--- src/sv/sitbd_pkg.sv ---
package sitbd_pkg;

  // Input word and digit array sizing
  localparam int unsigned VALUE_WIDTH = 32;
  localparam int unsigned NUM_DIGITS  = VALUE_WIDTH;
  localparam int unsigned DIGIT_W     = 6;
  localparam int unsigned SUM_W       = DIGIT_W + 1;
  localparam int unsigned CHAR_W      = 7;
  localparam int unsigned CNT_W       = $clog2(NUM_DIGITS + 1);
  localparam int unsigned IDX_W       = $clog2(NUM_DIGITS);
  localparam int unsigned STEP_W      = $clog2(VALUE_WIDTH);

  // Queue between front and back
  localparam int unsigned QUEUE_DEPTH = 2;
  localparam int unsigned QPTR_W      = (QUEUE_DEPTH > 1) ? $clog2(QUEUE_DEPTH) : 1;
  localparam int unsigned QCNT_W      = $clog2(QUEUE_DEPTH + 1);

  // Base register limits
  localparam logic [DIGIT_W-1:0] BASE_MIN       = 6'd2;
  localparam logic [DIGIT_W-1:0] BASE_MAX       = 6'd36;
  localparam logic [DIGIT_W-1:0] BASE_RESET     = 6'd10;
  localparam logic [DIGIT_W-1:0] DECIMAL_DIGITS = 6'd10;

  // ASCII codes
  localparam logic [CHAR_W-1:0] CH_ZERO     = 7'h30;
  localparam logic [CHAR_W-1:0] CH_LETTER_A = 7'h41;
  localparam logic [CHAR_W-1:0] CH_MINUS    = 7'h2D;
  localparam logic [CHAR_W-1:0] CH_NONE     = 7'h00;

  typedef logic [VALUE_WIDTH-1:0] mag_t;

  // One classified item on its way to the converter
  typedef struct packed {
    mag_t               mag;
    logic               neg;
    logic               bad;
    logic [DIGIT_W-1:0] base;
  } job_t;

  // Digit value to '0'-'9' / 'A'-'Z'
  function automatic logic [CHAR_W-1:0] digit_char(input logic [DIGIT_W-1:0] d);
    logic [CHAR_W-1:0] dx;
    dx = {1'b0, d};
    if (d < DECIMAL_DIGITS) begin
      return CH_ZERO + dx;
    end else begin
      return CH_LETTER_A + dx - {1'b0, DECIMAL_DIGITS};
    end
  endfunction

endpackage

--- src/sv/sitbd_front.sv ---
module sitbd_front
  import sitbd_pkg::*;
(
  input  logic                   clk_i,
  input  logic                   rst_ni,
  input  logic                   cfg_we_i,
  input  logic [DIGIT_W-1:0]     cfg_wdata_i,
  input  logic                   in_valid_i,
  output logic                   in_stall_o,
  input  logic [VALUE_WIDTH-1:0] value_i,
  input  logic                   q_full_i,
  output logic                   q_push_o,
  output job_t                   q_job_o
);

  logic [DIGIT_W-1:0] base_q;
  logic               neg;
  mag_t               raw;

  // Base register
  always_ff @(posedge clk_i or negedge rst_ni) begin
    if (!rst_ni) begin
      base_q <= BASE_RESET;
    end else if (cfg_we_i) begin
      base_q <= cfg_wdata_i;
    end
  end

  // Sign, magnitude and base check; the negation is modulo 2^W so the
  // most negative value comes out as its exact unsigned magnitude
  assign raw = value_i;
  assign neg = raw[VALUE_WIDTH-1];

  always_comb begin
    q_job_o.neg  = neg;
    q_job_o.mag  = neg ? (~raw + 1'b1) : raw;
    q_job_o.bad  = (base_q < BASE_MIN) || (base_q > BASE_MAX);
    q_job_o.base = base_q;
  end

  // Accept whenever the queue has room
  assign in_stall_o = q_full_i;
  assign q_push_o   = in_valid_i && !q_full_i;

endmodule

--- src/sv/sitbd_queue.sv ---
module sitbd_queue
  import sitbd_pkg::*;
(
  input  logic clk_i,
  input  logic rst_ni,
  input  logic push_i,
  input  job_t job_i,
  output logic full_o,
  input  logic pop_i,
  output logic empty_o,
  output job_t job_o
);

  job_t              mem_q [QUEUE_DEPTH];
  logic [QPTR_W-1:0] wr_ptr_q, wr_ptr_d;
  logic [QPTR_W-1:0] rd_ptr_q, rd_ptr_d;
  logic [QCNT_W-1:0] cnt_q, cnt_d;
  logic              do_push, do_pop;

  assign full_o  = (cnt_q == QCNT_W'(QUEUE_DEPTH));
  assign empty_o = (cnt_q == '0);
  assign do_push = push_i && !full_o;
  assign do_pop  = pop_i && !empty_o;
  assign job_o   = mem_q[rd_ptr_q];

  // Pointer and fill count update
  always_comb begin
    wr_ptr_d = wr_ptr_q;
    rd_ptr_d = rd_ptr_q;
    cnt_d    = cnt_q;
    if (do_push) begin
      wr_ptr_d = (wr_ptr_q == QPTR_W'(QUEUE_DEPTH - 1)) ? '0 : wr_ptr_q + 1'b1;
    end
    if (do_pop) begin
      rd_ptr_d = (rd_ptr_q == QPTR_W'(QUEUE_DEPTH - 1)) ? '0 : rd_ptr_q + 1'b1;
    end
    if (do_push && !do_pop) begin
      cnt_d = cnt_q + 1'b1;
    end else if (do_pop && !do_push) begin
      cnt_d = cnt_q - 1'b1;
    end
  end

  always_ff @(posedge clk_i or negedge rst_ni) begin
    if (!rst_ni) begin
      wr_ptr_q <= '0;
      rd_ptr_q <= '0;
      cnt_q    <= '0;
    end else begin
      wr_ptr_q <= wr_ptr_d;
      rd_ptr_q <= rd_ptr_d;
      cnt_q    <= cnt_d;
    end
  end

  // Entry storage
  always_ff @(posedge clk_i) begin
    if (do_push) begin
      mem_q[wr_ptr_q] <= job_i;
    end
  end

endmodule

--- src/sv/sitbd_back.sv ---
module sitbd_back
  import sitbd_pkg::*;
(
  input  logic              clk_i,
  input  logic              rst_ni,
  input  logic              empty_i,
  input  job_t              job_i,
  output logic              pop_o,
  output logic              out_valid_o,
  input  logic              out_stall_i,
  output logic [CHAR_W-1:0] character_o,
  output logic              last_o,
  output logic              bad_base_o
);

  localparam logic [2:0] ST_IDLE  = 3'd0;
  localparam logic [2:0] ST_CONV  = 3'd1;
  localparam logic [2:0] ST_SIGN  = 3'd2;
  localparam logic [2:0] ST_DIGIT = 3'd3;
  localparam logic [2:0] ST_ERR   = 3'd4;

  logic [2:0]         state_q, state_d;
  logic [STEP_W-1:0]  step_q, step_d;
  logic [CNT_W-1:0]   cnt_q, cnt_d, cnt_nxt;
  logic [IDX_W-1:0]   idx_q, idx_d;
  mag_t               mag_q, mag_d;
  logic               neg_q, neg_d;
  logic [DIGIT_W-1:0] base_q, base_d;
  logic [DIGIT_W-1:0] digit_q [NUM_DIGITS];
  logic [DIGIT_W-1:0] digit_d [NUM_DIGITS];
  logic [DIGIT_W-1:0] digit_nxt [NUM_DIGITS];
  logic               out_valid_q, out_valid_d;
  logic [CHAR_W-1:0]  char_q, char_d;
  logic               last_q, last_d;
  logic               bad_q, bad_d;
  logic               out_free;

  logic [SUM_W-1:0]   dbl [NUM_DIGITS];
  logic [SUM_W-1:0]   sum_cell [NUM_DIGITS];
  logic [NUM_DIGITS:0] gen_v, any_v, sum_v, carry_v;

  // Digit cells: each step doubles the base-b number and adds the next
  // magnitude bit. A cell generates a carry when 2d >= b and passes one
  // through when 2d == b-1; the carries resolve as a single wide add.
  always_comb begin
    for (int i = 0; i < NUM_DIGITS; i++) begin
      dbl[i]   = {digit_q[i], 1'b0};
      gen_v[i] = (dbl[i] >= {1'b0, base_q});
      any_v[i] = gen_v[i] || ((dbl[i] | SUM_W'(1)) == {1'b0, base_q});
    end
    gen_v[NUM_DIGITS] = 1'b0;
    any_v[NUM_DIGITS] = 1'b0;
    sum_v   = any_v + gen_v + {{NUM_DIGITS{1'b0}}, mag_q[VALUE_WIDTH-1]};
    carry_v = sum_v ^ any_v ^ gen_v;
    for (int i = 0; i < NUM_DIGITS; i++) begin
      sum_cell[i]  = dbl[i] | {{(SUM_W-1){1'b0}}, carry_v[i]};
      digit_nxt[i] = carry_v[i+1] ? DIGIT_W'(sum_cell[i] - {1'b0, base_q})
                                  : DIGIT_W'(sum_cell[i]);
    end
  end

  // Significant digit count grows when a carry reaches the first empty cell
  assign cnt_nxt = cnt_q + CNT_W'(carry_v[cnt_q]);

  assign out_free = !out_valid_q || !out_stall_i;
  assign pop_o    = (state_q == ST_IDLE) && !empty_i;

  // Sequencer: load, convert, then emit sign and digits, or emit an error item for a bad base
  always_comb begin
    state_d     = state_q;
    step_d      = step_q;
    cnt_d       = cnt_q;
    idx_d       = idx_q;
    mag_d       = mag_q;
    neg_d       = neg_q;
    base_d      = base_q;
    digit_d     = digit_q;
    out_valid_d = out_valid_q;
    char_d      = char_q;
    last_d      = last_q;
    bad_d       = bad_q;
    if (out_free) begin
      out_valid_d = 1'b0;
    end
    case (state_q)
      ST_IDLE: begin
        if (!empty_i) begin
          mag_d   = job_i.mag;
          neg_d   = job_i.neg;
          base_d  = job_i.base;
          step_d  = '0;
          cnt_d   = CNT_W'(1);
          for (int i = 0; i < NUM_DIGITS; i++) begin
            digit_d[i] = '0;
          end
          state_d = job_i.bad ? ST_ERR : ST_CONV;
        end
      end
      ST_CONV: begin
        mag_d   = mag_q << 1;
        digit_d = digit_nxt;
        cnt_d   = cnt_nxt;
        idx_d   = IDX_W'(cnt_nxt - CNT_W'(1));
        step_d  = step_q + 1'b1;
        if (step_q == STEP_W'(VALUE_WIDTH - 1)) begin
          state_d = neg_q ? ST_SIGN : ST_DIGIT;
        end
      end
      ST_SIGN: begin
        if (out_free) begin
          out_valid_d = 1'b1;
          char_d      = CH_MINUS;
          last_d      = 1'b0;
          bad_d       = 1'b0;
          state_d     = ST_DIGIT;
        end
      end
      ST_DIGIT: begin
        if (out_free) begin
          out_valid_d = 1'b1;
          char_d      = digit_char(digit_q[idx_q]);
          last_d      = (idx_q == '0);
          bad_d       = 1'b0;
          if (idx_q == '0) begin
            state_d = ST_IDLE;
          end else begin
            idx_d = idx_q - 1'b1;
          end
        end
      end
      ST_ERR: begin
        if (out_free) begin
          out_valid_d = 1'b1;
          char_d      = CH_NONE;
          last_d      = 1'b1;
          bad_d       = 1'b1;
          state_d     = ST_IDLE;
        end
      end
      default: begin
        state_d = ST_IDLE;
      end
    endcase
  end

  // Control state
  always_ff @(posedge clk_i or negedge rst_ni) begin
    if (!rst_ni) begin
      state_q     <= ST_IDLE;
      out_valid_q <= 1'b0;
      step_q      <= '0;
      cnt_q       <= CNT_W'(1);
    end else begin
      state_q     <= state_d;
      out_valid_q <= out_valid_d;
      step_q      <= step_d;
      cnt_q       <= cnt_d;
    end
  end

  // Datapath
  always_ff @(posedge clk_i) begin
    mag_q   <= mag_d;
    neg_q   <= neg_d;
    base_q  <= base_d;
    idx_q   <= idx_d;
    digit_q <= digit_d;
    char_q  <= char_d;
    last_q  <= last_d;
    bad_q   <= bad_d;
  end

  assign out_valid_o = out_valid_q;
  assign character_o = char_q;
  assign last_o      = last_q;
  assign bad_base_o  = bad_q;

`ifndef SYNTHESIS
  // No carry ever leaves the top digit cell
  a_no_top_carry: assert property (@(posedge clk_i) disable iff (!rst_ni)
    state_q == ST_CONV |-> !carry_v[NUM_DIGITS])
    else $error("carry out of top digit cell");

  // An error item is a single final character of zero
  a_bad_is_last: assert property (@(posedge clk_i) disable iff (!rst_ni)
    out_valid_q && bad_q |-> last_q && (char_q == CH_NONE))
    else $error("bad base item not marked last or nonzero");

  // Emission index stays within the significant digits
  a_idx_range: assert property (@(posedge clk_i) disable iff (!rst_ni)
    state_q == ST_DIGIT |-> CNT_W'(idx_q) < cnt_q)
    else $error("digit index beyond digit count");

  // A pop always starts a conversion or an error item
  a_pop_start: assert property (@(posedge clk_i) disable iff (!rst_ni)
    pop_o |=> (state_q == ST_CONV) || (state_q == ST_ERR))
    else $error("pop did not start work");
`endif

endmodule

--- src/sv/signed_int_to_base_digits.sv ---
// Converts a signed integer to text in base 2..36, one character per cycle
// while the output is not stalled. Each item runs through a 32-step digit-cell
// conversion and then the one-character output port; the next item is taken
// only after the last character of the previous one. A bad base yields a single
// error character per item. A 2-entry queue lets input run ahead.
// Reset (async, active low) empties the queue and output; base resets to 10.
module signed_int_to_base_digits
  import sitbd_pkg::*;
(
  input  logic                   clk_i,
  input  logic                   rst_ni,
  input  logic                   cfg_we_i,
  input  logic [DIGIT_W-1:0]     cfg_wdata_i,
  input  logic                   in_valid_i,
  output logic                   in_stall_o,
  input  logic [VALUE_WIDTH-1:0] value_i,
  output logic                   out_valid_o,
  input  logic                   out_stall_i,
  output logic [CHAR_W-1:0]      character_o,
  output logic                   last_o,
  output logic                   bad_base_o
);

  logic q_push, q_full, q_pop, q_empty;
  job_t push_job, pop_job;

  sitbd_front u_front (
    .clk_i       (clk_i),
    .rst_ni      (rst_ni),
    .cfg_we_i    (cfg_we_i),
    .cfg_wdata_i (cfg_wdata_i),
    .in_valid_i  (in_valid_i),
    .in_stall_o  (in_stall_o),
    .value_i     (value_i),
    .q_full_i    (q_full),
    .q_push_o    (q_push),
    .q_job_o     (push_job)
  );

  sitbd_queue u_queue (
    .clk_i   (clk_i),
    .rst_ni  (rst_ni),
    .push_i  (q_push),
    .job_i   (push_job),
    .full_o  (q_full),
    .pop_i   (q_pop),
    .empty_o (q_empty),
    .job_o   (pop_job)
  );

  sitbd_back u_back (
    .clk_i       (clk_i),
    .rst_ni      (rst_ni),
    .empty_i     (q_empty),
    .job_i       (pop_job),
    .pop_o       (q_pop),
    .out_valid_o (out_valid_o),
    .out_stall_i (out_stall_i),
    .character_o (character_o),
    .last_o      (last_o),
    .bad_base_o  (bad_base_o)
  );

endmodule

--- config.mk ---
export PLATFORM = sky130hd
export DESIGN_NAME = signed_int_to_base_digits
export DESIGN_NICKNAME = d
export VERILOG_FILES = /design/src/sv/sitbd_pkg.sv /design/src/sv/sitbd_front.sv /design/src/sv/sitbd_queue.sv /design/src/sv/sitbd_back.sv /design/src/sv/signed_int_to_base_digits.sv
export SDC_FILE = /design/constraint.sdc
export NUM_CORES = 1
export LEC_CHECK = 0
export BUFFER_PORTS_ARGS = -buffer_cell sky130_fd_sc_hd__clkbuf_2
export CORE_MARGIN = 5
export CORE_UTILIZATION = 58
export DETAILED_ROUTE_END_ITERATION = 10
export GPL_TIMING_DRIVEN = 0
export PLACE_DENSITY = 0.78
export SLEW_MARGIN = 20
export SYNTH_ARGS = -nofsm -noshare
export SYNTH_HDL_FRONTEND = slang
export SYNTH_SLANG_ARGS = --single-unit
--- constraint.sdc ---
create_clock -name clk_i -period 7.45 [get_ports clk_i]
set_input_delay 1.49 -clock clk_i [delete_from_list [all_inputs] [get_ports clk_i]]
set_output_delay 1.49 -clock clk_i [all_outputs]
set_load 0.1 [all_outputs]
## After elaboration in Yosys (flattened, before gate mapping)

Memories as Yosys holds them, arrays and structs flattened.
Index checks and enable logic that the tools add are counted.

| storage, ports and cells | value |
|---|---|
| flip-flop bits (word level) | 270 |
| bits in writable memories | 80 |
| bits of input ports | 43 |
| output and inout bits | 11 |
| word-level logic and storage cells | 353 |
| memories | 1 |

Memory list:

| memory | depth | width | rd ports | clocked after Yosys merged registers in | wr ports | line | RTL |
|---|---|---|---|---|---|---|---|
| u_queue.mem_q | 2 | 40 | 1 | 0 | 1 | sitbd_queue.sv:14 | `job_t mem_q [QUEUE_DEPTH];` |

| cells by class | value |
|---|---|
| $add $sub $neg | 46 |
| magnitude comparators | 37 |
| equal/unequal tests | 46 |
| multiplexer cells | 77 |
| bitwise gates (word level) | 37 |
| reduce and logical (&&, ||, !) cells | 62 |

Operator list:

| kind | number |
|---|---|
| case mux 192 bit (2 select lines) | 1 |
| == test 7 x 6 -> 1 bit | 32 |
| >= comparator 7 x 6 -> 1 bit | 32 |
| 2-to-1 mux 6 bit | 35 |
| 2-to-1 mux 192 bit | 1 |
| OR 6 x 1 -> 6 bit | 32 |
| subtractor 6 bit | 32 |
| XOR 33 x 32 -> 33 bit | 2 |
| 2-to-1 mux 32 bit | 2 |
| case mux 32 bit (2 select lines) | 1 |
| logical OR 1 bit | 34 |
| adder 32 x 32 -> 33 bit | 1 |
| adder 33 x 1 -> 33 bit | 1 |
| adder 32 x 1 -> 32 bit, second input constant | 1 |
| inverter 32 bit | 1 |
| binary-select mux 6 bit (select 5 bit) | 1 |
| 2-to-1 mux 7 bit | 4 |
| 2-to-1 mux 3 bit | 7 |
| case mux 7 bit (3 select lines) | 1 |
| case mux 5 bit (2 select lines) | 2 |
| 2-to-1 mux 5 bit | 3 |
| case mux 3 bit (5 select lines) | 1 |
| 2-to-1 mux 1 bit | 12 |
| inequality test 2 x 1 -> 1 bit, second input constant | 6 |
| 40 further kinds | 60 |

## Longest topological paths before layout

Gate-level depths: netlist (run 1).

| logic depth | value |
|---|---|
| depth after elaboration | 11 |
| depth in mapped cells | 28 |
| gate-level depth less buffers | 27 |

## Modules after synthesis

From an unflattened synthesis (run 1), not the netlist that was laid out.

| unflattened totals | value |
|---|---|
| cells, all modules | 2,590 |
| area, all modules | 26,685.6 sq um |

By module, submodules not included:

| module | times used | cells each | area each (sq um) |
|---|---|---|---|
| sitbd_back | 1 | 2,326 | 22,379.0 |
| sitbd_queue | 1 | 144 | 3,286.9 |
| sitbd_front | 1 | 120 | 1,019.7 |

## Worst setup path after synthesis (run 1)

OpenSTA, ideal clock, no wires.

| timing | value |
|---|---|
| path kind | register -> register |
| start point | register u_back.base_q[1] |
| end point | register u_back.idx_q[4] (data pin) |
| data arrival time | 7.143 ns |
| required time | 7.192 ns |
| slack | 0.050 ns |
| cell stages (with the launch flop) | 27 |
| path buffers | 0 |
| clock period less this slack | 7.400 ns |
| path through | edfxtp_1 inv_1 ha_1 nor2b_1 o311ai_1 nand2_1 a21oi_1 nand2_1 inv_1 ha_1 nor2_1 a31oi_1 a211o_1 a211oi_2 o31ai_2 a21oi_1 o31a_1 mux2i_1 nand4_1 a31o_2 o21ai_1 ha_1 ha_1 mux2i_1 ha_1 nand3_1 xnor2_1 |

| on the way | value |
|---|---|
| word-level cells in the longest chain between the ends | 11 |

Ends and longest elaborated chain:

| element | line | RTL |
|---|---|---|
| from (decl) | sitbd_back.sv:28 | `logic [DIGIT_W-1:0] base_q, base_d;` |
| from (signal assigned) | sitbd_back.sv:165 | `base_q <= base_d;` |
| >= comparator 7 x 6 -> 1 bit or == test 7 x 6 -> 1 bit (tied branches) | sitbd_back.sv:48, sitbd_back.sv:49 |  |
| logical OR 1 bit | sitbd_back.sv:49 | `any_v[i] = gen_v[i] \|\| ((dbl[i] \| SUM_W'(1)) == {1'b0, base_q});` |
| adder 32 x 32 -> 33 bit | sitbd_back.sv:53 | `sum_v = any_v + gen_v + {{NUM_DIGITS{1'b0}}, mag_q[VALUE_WIDTH-1]};` |
| adder 33 x 1 -> 33 bit | sitbd_back.sv:53 |  |
| XOR 33 x 32 -> 33 bit | sitbd_back.sv:54 | `carry_v = sum_v ^ any_v ^ gen_v;` |
| XOR 33 x 32 -> 33 bit (*) | sitbd_back.sv:54 |  |
| binary-select mux 1 bit (select 6 bit) (*) | sitbd_back.sv:63 | `assign cnt_nxt = cnt_q + CNT_W'(carry_v[cnt_q]);` |
| 2-to-1 mux 1 bit (not written as such) (*) | sitbd_back.sv:63 |  |
| adder 6 x 1 -> 6 bit (*) | sitbd_back.sv:63 |  |
| subtractor 5 x 1 -> 5 bit (*) | sitbd_back.sv:103 | `idx_d = IDX_W'(cnt_nxt - CNT_W'(1));` |
| case mux 5 bit (2 select lines) (*) | sitbd_back.sv:85 | `case (state_q)` |
| net u_back.idx_d[4] | sitbd_back.sv:25 | `logic [IDX_W-1:0] idx_q, idx_d;` |
| to (signal assigned) | sitbd_back.sv:166 | `idx_q <= idx_d;` |
| to (decl) | sitbd_back.sv:25 |  |

Mark *: on every way through the listed nets, which the timed path passes. The rest lies on a longest branch. The select of a mux whose other input is x is not followed.
A chain may end at the register's enable or synchronous reset.

## Worst setup path in the final report (run 1)

| timing | value |
|---|---|
| start point | register u_back.base_q[0] |
| end point | register u_back.digit_q, in the netlist u_back.dbl[33] (data pin) |

| on the way | value |
|---|---|
| word-level cells in the longest chain between the ends | 10 |

Ends and longest elaborated chain:

| element | line | RTL |
|---|---|---|
| >= comparator 7 x 6 -> 1 bit or == test 7 x 6 -> 1 bit (tied branches) | sitbd_back.sv:48, sitbd_back.sv:49 |  |
| logical OR 1 bit | sitbd_back.sv:49 |  |
| adder 32 x 32 -> 33 bit | sitbd_back.sv:53 |  |
| adder 33 x 1 -> 33 bit | sitbd_back.sv:53 |  |
| XOR 33 x 32 -> 33 bit (2 in series) | sitbd_back.sv:54 |  |
| OR 6 x 1 -> 6 bit | sitbd_back.sv:56 | `sum_cell[i] = dbl[i] \| {{(SUM_W-1){1'b0}}, carry_v[i]};` |
| subtractor 6 bit | sitbd_back.sv:57 | `digit_nxt[i] = carry_v[i+1] ? DIGIT_W'(sum_cell[i] - {1'b0, base_q})` |
| 2-to-1 mux 6 bit (*) | sitbd_back.sv:57 |  |
| case mux 192 bit (2 select lines) (*) | sitbd_back.sv:85 |  |
| to (signal assigned) | sitbd_back.sv:167 | `digit_q <= digit_d;` |
| to (decl) | sitbd_back.sv:29 | `logic [DIGIT_W-1:0] digit_q [NUM_DIGITS];` |

Every way passes the cells marked *; elsewhere a longest branch is shown, timed or not.

==> reports/qor.txt, run 1 <==
Status: finished clean
Setup WS pre-CTS: 0.03827 ns
Setup Skew: 0.02492 ns
Total gr overflow: 0
Min Clock Period, post-route: 7.091 ns
EDFF count, synth: 325
Req. time, crit path: 7.78 ns
CP top delay family: simple AND/OR/NAND/NOR gates
Routed length on met3: 7.917 mm
Post-route ant nets: 0
Synth async-reset ratio: 7.143%
GPL Wtd Cong: 1.009
Final Hold Fails: 0
Critical path arrival: 7.42 ns
P&R area growth vs syn: 10.60%
Core area: 44,320 µm²
RSZ-0062 raised after global routing: false
Worst slew pin tran: 1.196 ns
Synthesized flop and latch total: 350
Fin Setup TNS: 0 ns
Met2 wire length: 35.40 mm
Rel. slew slack: 20.27%
Distinct cells, synth: 85
Top cell types by occurrence after synthesis: 325 x edfxtp_1, 284 x nor2_1, 271 x a21oi_1, 202 x ha_1, 174 x nand2_1
Final period utilization: 95.18%
Clock slew at reported path FFs: 0.07 ns
Residual DRC: 0
1st-pass router iterations: 6
H-tree levels: 2
Mapped Area: 26,090 µm²
Tot GR Track Use: 30.44%
Net Count, Synth: 2,901
Site row count: 77
Starting DRT DRC Count: 2,313
Final-stage net count: 3,015
F_max: 141.0 MHz
Synth top area cells: edfxtp_1 37%, ha_1 9.7%, a21oi_1 5.2%
Die area: 49,320 µm²
Post-DP HPWL: 56.52 mm
Top-count cell post-synth: edfxtp_1
Synthesized instance count: 2,624
Wire length per cell: 23.22 µm
Worst-path cell chain: buf_8 -> buf_8 -> buf_4 -> buf_6 -> buf_4 -> nand4_1 -> or4b_1 -> or2_1 -> nor3_2 -> nand3_1 -> a211oi_2 -> nor2_1 -> o21ai_0 -> clkbuf_1 -> inv_1 -> ha_1 -> fa_1 -> o21bai_1 -> a21oi_1 -> xnor2_1 -> mux2i_1 -> nor2_1
Root buffer cell: clkbuf_16
Io pins: 54
Die H: 222.1 µm
CTS sink cnt: 350
Total routed wirelength: 78.03 mm
Inst Count DP: 3,284
Setup WS post-layout: 0.3588 ns
Largest net degree at the start of global routing: 92
Cell at the slowest stage of the critical path: or4b_1
Worst Hold Class: reg -> reg
Global-route wire length before repair: 119.5 mm
DR vias: 21.84k
Worst path bufs/invs: 7
Seq/Total Area, Yosys: 39.82%
Buffers on Ports: 52
Vias in the first global route: 21.49k
Clk Latency, worst-skew pair: 0.59 ns
CP endpoint kind: register
Cell taking the most area after synthesis: edfxtp_1
Antenna violations before repair: 0
Post-Syn Area per Cell: 9.941 µm²
Post-synth top area share: 37.41%
Diodes inserted: 0
Crit path kind: reg -> reg
Num CTS Buffers: 41
Clock tree buffer depth: 3
Finished Layout Cells: 3,361
M1 wire length: 30.47 mm
Starting Density: 58.86%
Vias per cell: 6.499
Final setup viols: 0
Chip width: 222.1 µm
Pins Over Slew Limit: 0
Slowest Stage Delay on Critical Path: 0.62 ns
Max layer used: met4
CTS tree: yes
Layout cells sized above 1: 8.415%
Max Cap Violations: 0
Synth warnings: 0
Critical-path maximum fanout: 12
Setup crit start kind: register
Top_reg_cell synth: edfxtp_1
==> what timing repair did <==
item	CTS	global route
buffers inserted	0	3
pin swaps	0	2
hold buffers	0	0
endpoints found under the setup margin	2	10
gates resized for setup	1	7
==> state kept, by name, indices dropped and copies added, names as in the netlist, 2 cells and up, named ones only <==
name / count
u_queue.mem_q: 80
u_front.base_q: 6
u_back.dbl: 192
u_back.character_o: 7
u_back.state_q: 3
u_queue.cnt_q: 2
u_back.mag_q: 32
u_back.idx_q: 5
u_back.cnt_q: 6
u_back.base_q: 6
u_back.step_q: 5
==> cell usage in the layout (no fill, tap or decap), drive strengths merged, types with 22 or more instances in the layout <==
cell    count
inv       134
a21o       89
a211oi     67
nand4      23
o221ai     26
nand2b     42
nand3      35
nand2     175
nor2      284
mux4       25
clkbuf    194
ha        202
xor2       70
fa         32
edfxtp    325
o21ai     139
buf        33
a21oi     273
dfrtp      22
nor3       25
o21bai     22
nor2b      58
xnor2     104
mux2i     113
or3        22
==> logic make-up (layout without fill, tap and decap cells) <==
family | Yosys count | in the layout | share of synthesized area (%)
flops | 350 | 350 | 39.82
buf+inv | 235 | 380 | 3.482
simple gates | 768 | 768 | 14.49
fa+ha+maj | 234 | 234 | 12.14
compound gates | 709 | 709 | 17.01
xor+xnor | 174 | 174 | 5.842
mux | 154 | 154 | 7.199
==> metal layers <==
| metal | vias to the layer above | global-route usage [%] |
|---|---|---|
| met3 | 264 | 6.329 |
| li1 | 9939 | - |
| met2 | 1158 | 47.96 |
| met1 | 10480 | 40.12 |
| met4 | 0 | 15.31 |
| met5 | - | 0 |
==> final cells by class <==
type | instances | area [µm²]
repair buffers | 71 | 595.6
plain buffers | 103 | 422.9
inverters | 132 | 503.0
fillers | 3544 | 15470
multi-input cells | 2039 | 14840
flip-flops and latches | 350 | 10390
clock buffers | 53 | 1155
well taps | 592 | 740.7
clock inverters | 21 | 210.2
==> path summary, 6_finish.rpt <==
check	startpoint	slack [ns]	cells past startpoint	endpoint
max reg2reg	u_back.base_q[0]$_DFFE_PP_	0.36	22	u_back.dbl[33]$_SDFFCE_PN0P_
max in group asynchronous	rst_ni	6.02	1	u_back.cnt_q[4]$_DFFE_PN0P_
min	u_front.base_q[4]$_DFFE_PN0P_	0.51	0	u_queue.mem_q[0][4]$_DFFE_PP_
max	u_back.base_q[0]$_DFFE_PP_	0.36	22	u_back.dbl[33]$_SDFFCE_PN0P_
min in group asynchronous	rst_ni	0.95	1	u_queue.wr_ptr_q$_DFFE_PN0P_
min reg2reg	u_front.base_q[4]$_DFFE_PN0P_	0.51	0	u_queue.mem_q[0][4]$_DFFE_PP_
==> stage by stage <==
stage | hold slack (ns) | util [%] | instance area (µm²)
3_3_place_gp | 0.4790 | 61.12 | 27090
5_1_grt | 0.5327 | 65.10 | 28850
4_1_cts | 0.5023 | 64.98 | 28800
6_report | 0.5083 | 65.10 | 28850
2_1_floorplan | 0.4546 | - | 26090
3_5_place_dp | 0.4924 | 61.88 | 27430
==> worst reg2reg max path, delay by kind of cell, from the launching register on <==
kind	cells	cell delay, ns
AND/OR/NAND/NOR	7	2.03
flip-flops	1	0.56
XOR/XNOR	1	0.13
buffers and inverters	7	1.86
multiplexers	1	0.13
adder cells (fa/ha/maj)	2	0.70
AO/OA/AOI/OAI	4	1.42
Power of run 1 is left out: the tool's default activity adds up to more than one toggle a clock period on the data nets, which glitch-free logic cannot reach.
==> run 2: changes to the inputs <==
clock period = 5.8 ns   (was 7.45 ns; I/O delays follow)
==> run 2 against run 1 <==
Compared with the run above:
- the run now ends with setup timing left
- critical path depth increased by 6
- non-clock buffer count up 72
- worst hold slack worse by 0.012 ns
- worst setup slack worse by 0.39 ns
- global-route usage increased by 0.87 points
- clock skew is 0.015 ns higher
- sequential share of layout area decreased by 1.8 points
==> reports/qor.txt, run 2 (synthesis results as in run 1) <==
Max layer used: met4
Commonest non-fill, non-tap cell in the layout: edfxtp_1
Layout cells sized above 1: 14.70% (+6.3 points)
Met2 wire length: 36.13 mm (+2.1%)
Worst setup path startpoint: u_back.base_q[0]$_DFFE_PP_
Post-cts hold buffer count: 0 (unchanged)
Io pins: 54 (unchanged)
Worst slew pin tran: 1.201 ns (+0.005562 ns)
Hold Slack: 0.4967 ns (-0.01166 ns)
Chip width: 222.1 µm (unchanged)
Req. time, crit path: 6.13 ns (-1.65 ns)
Buffers on Ports: 52 (unchanged)
Total gr overflow: 0 (unchanged)
GPL Wtd Cong: 1.013 (+0.32%)
Cell at the slowest stage of the critical path: edfxtp_1
Status: finished, violations left
Post-DP HPWL: 57.27 mm (+1.3%)
CP endpoint kind: register
Worst Hold Class: reg -> reg
Largest net degree at the start of global routing: 37 (-60%)
H-tree levels: 2 (unchanged)
Slowest Stage Delay on Critical Path: 0.44 ns (-0.18 ns)
Clk Latency, worst-skew pair: 0.59 ns (about the same)
Failing checks: setup timing
Residual DRC: 0 (unchanged)
Num CTS Buffers: 40 (-2.4%)
Routed length on met3: 8.650 mm (+9.3%)
Setup WS post-layout: -0.02720 ns (-0.3860 ns)
Global-route wire length before repair: 122.9 mm (+2.9%)
Min Clock Period, post-route: 5.827 ns (-1.264 ns)
P&R area growth vs syn: 16.50%
M1 wire length: 31.02 mm (+1.8%)
Setup crit start kind: register
Starting Density: 58.86% (unchanged)
Die area: 49,320 µm² (unchanged)
Site row count: 77 (unchanged)
Core area: 44,320 µm² (unchanged)
Pins Over Slew Limit: 0 (unchanged)
Critical-path maximum fanout: 12 (unchanged)
Starting DRT DRC Count: 2,712 (+17%)
# fillers: 3,317 (-6.4%)
Rel. slew slack: 19.90% (-0.37 points)
Vias in the first global route: 22.20k (+3.3%)
Worst reg-to-reg setup slack: -0.03 ns (-0.39 ns)
Antenna violations before repair: 0 (unchanged)
Reg area: 10,390 µm² (unchanged)
Final period utilization: 100.5% (+5.3 points)
Reg2reg end: u_back.idx_q[4]$_DFFE_PP_
Multi-input logic area: 15,520 µm² (+4.6%)
Max reg flops: 192 (unchanged)
Clock tree buffer depth: 3 (unchanged)
1st-pass router iterations: 8 (+2)
Root buffer cell: clkbuf_16
F_max: 171.6 MHz (+22%)
Critical path arrival: 6.16 ns (-1.26 ns)
Final Hold Fails: 0 (unchanged)
Clock slew at reported path FFs: 0.06 ns (about the same)
Tot GR Track Use: 31.31% (+0.87 points)
Crit path kind: reg -> reg
Critical Path End: u_back.idx_q[4]$_DFFE_PP_
DR vias: 22.55k (+3.2%)
Die H: 222.1 µm (unchanged)
Most used cell, CP: buf_12
Final setup viols: 1 (+1)
RSZ-0062 raised after global routing: true
Post-route ant nets: 0 (unchanged)
Max Cap Violations: 0 (unchanged)
Worst reg2reg startpoint: u_back.base_q[0]$_DFFE_PP_
Setup Skew: 0.03997 ns (+0.01504 ns)
Wire length per cell: 23.65 µm (+1.9%)
FF-to-FF path depth: 28 (+27%)
Most frequent cells in the layout: 325 x edfxtp_1, 279 x nor2_1, 254 x a21oi_1
Total routed wirelength: 81.12 mm (+4.0%)
Final-stage net count: 3,086 (+2.4%)
Vias per cell: 6.573 (+1.1%)
CTS tree: yes
CTS sink cnt: 350 (unchanged)
## run 2: changes by cell type in the layout (fill, tap and decap cells not counted), sizes merged
| cell | delta |
|---|---|
| bufbuf | +1 |
| diode | +1 |
| clkbuf | -5 |
| inv | -4 |
| buf | +70 |
| clkinvlp | +1 |
| clkinv | +5 |
## run 2: worst min path at each step
stage | from | endpoint | slack [ns] | cells past startpoint
3_5_place_dp | u_front.base_q[0]$_DFFE_PN0P_ | u_queue.mem_q[1][0]$_DFFE_PP_ | 0.48 | 0
4_1_cts | u_front.base_q[0]$_DFFE_PN0P_ | u_queue.mem_q[0][0]$_DFFE_PP_ | 0.49 | 0
5_1_grt | u_front.base_q[4]$_DFFE_PN0P_ | u_queue.mem_q[0][4]$_DFFE_PP_ | 0.51 | 0
3_3_place_gp | u_queue.wr_ptr_q$_DFFE_PN0P_ | u_queue.wr_ptr_q$_DFFE_PN0P_ | 0.48 | 1
2_1_floorplan | u_front.base_q[0]$_DFFE_PN0P_ | u_queue.mem_q[0][0]$_DFFE_PP_ | 0.45 | 0
6_report | u_front.base_q[0]$_DFFE_PN0P_ | u_queue.mem_q[0][0]$_DFFE_PP_ | 0.50 | 0
## run 2: worst max-delay path: cells and delay by family (launching register included)
family,cells,cell delay (ns)
xor gates and xnor gates,1,0.13
DFF,1,0.44
buffers and inverters,8,1.21
AOI/OAI and AO/OA,8,1.80
muxes,2,0.37
adders and majority gates,4,0.83
and+or+nand+nor,5,0.74
## run 2: layer usage
layer	GRT usage [%]	vias up
met5	0	-
met1	41.08	10770
met2	49.24	1323
met3	6.421	358
met4	16.42	0
li1	-	10090
## run 2: stage by stage
step | cells | worst slack (ns) | instance area, µm² | util [%] | TNS (ns)
floorplan | 2624 | -1.366 | 26520 | - | -77.09
global route | 3429 | -0.1066 | 30390 | 68.57 | -0.3049
detailed placement | 3290 | -1.218 | 27970 | 63.10 | -37.60
CTS | 3391 | -0.002215 | 29740 | 67.11 | -0.002215
finish | 3430 | -0.02720 | 30390 | 68.57 | -0.02720
global placement | 3268 | -4.680 | 27520 | 62.11 | -1047.77
## run 2: what timing repair did
item                                    4_1_cts  5_1_grt
gates resized for setup                      49       60
setup buffers                                30       36
cloned                                        1        2
pin swaps                                    16       34
endpoints found under the setup margin      100       16
## run 2: area by class of cell
class / count / area share (%)
Antenna cell: 1 / 0.008234
Buffer: 103 / 1.997
Clock buffer: 47 / 3.446
Clock inverter: 23 / 0.6834
Inverter: 132 / 1.750
Multi-Input combinational cell: 2039 / 51.07
Sequential cell: 350 / 34.18
Tap cell: 592 / 2.437
Timing Repair Buffer: 143 / 4.422
Power of run 2 is left out for the same reason.
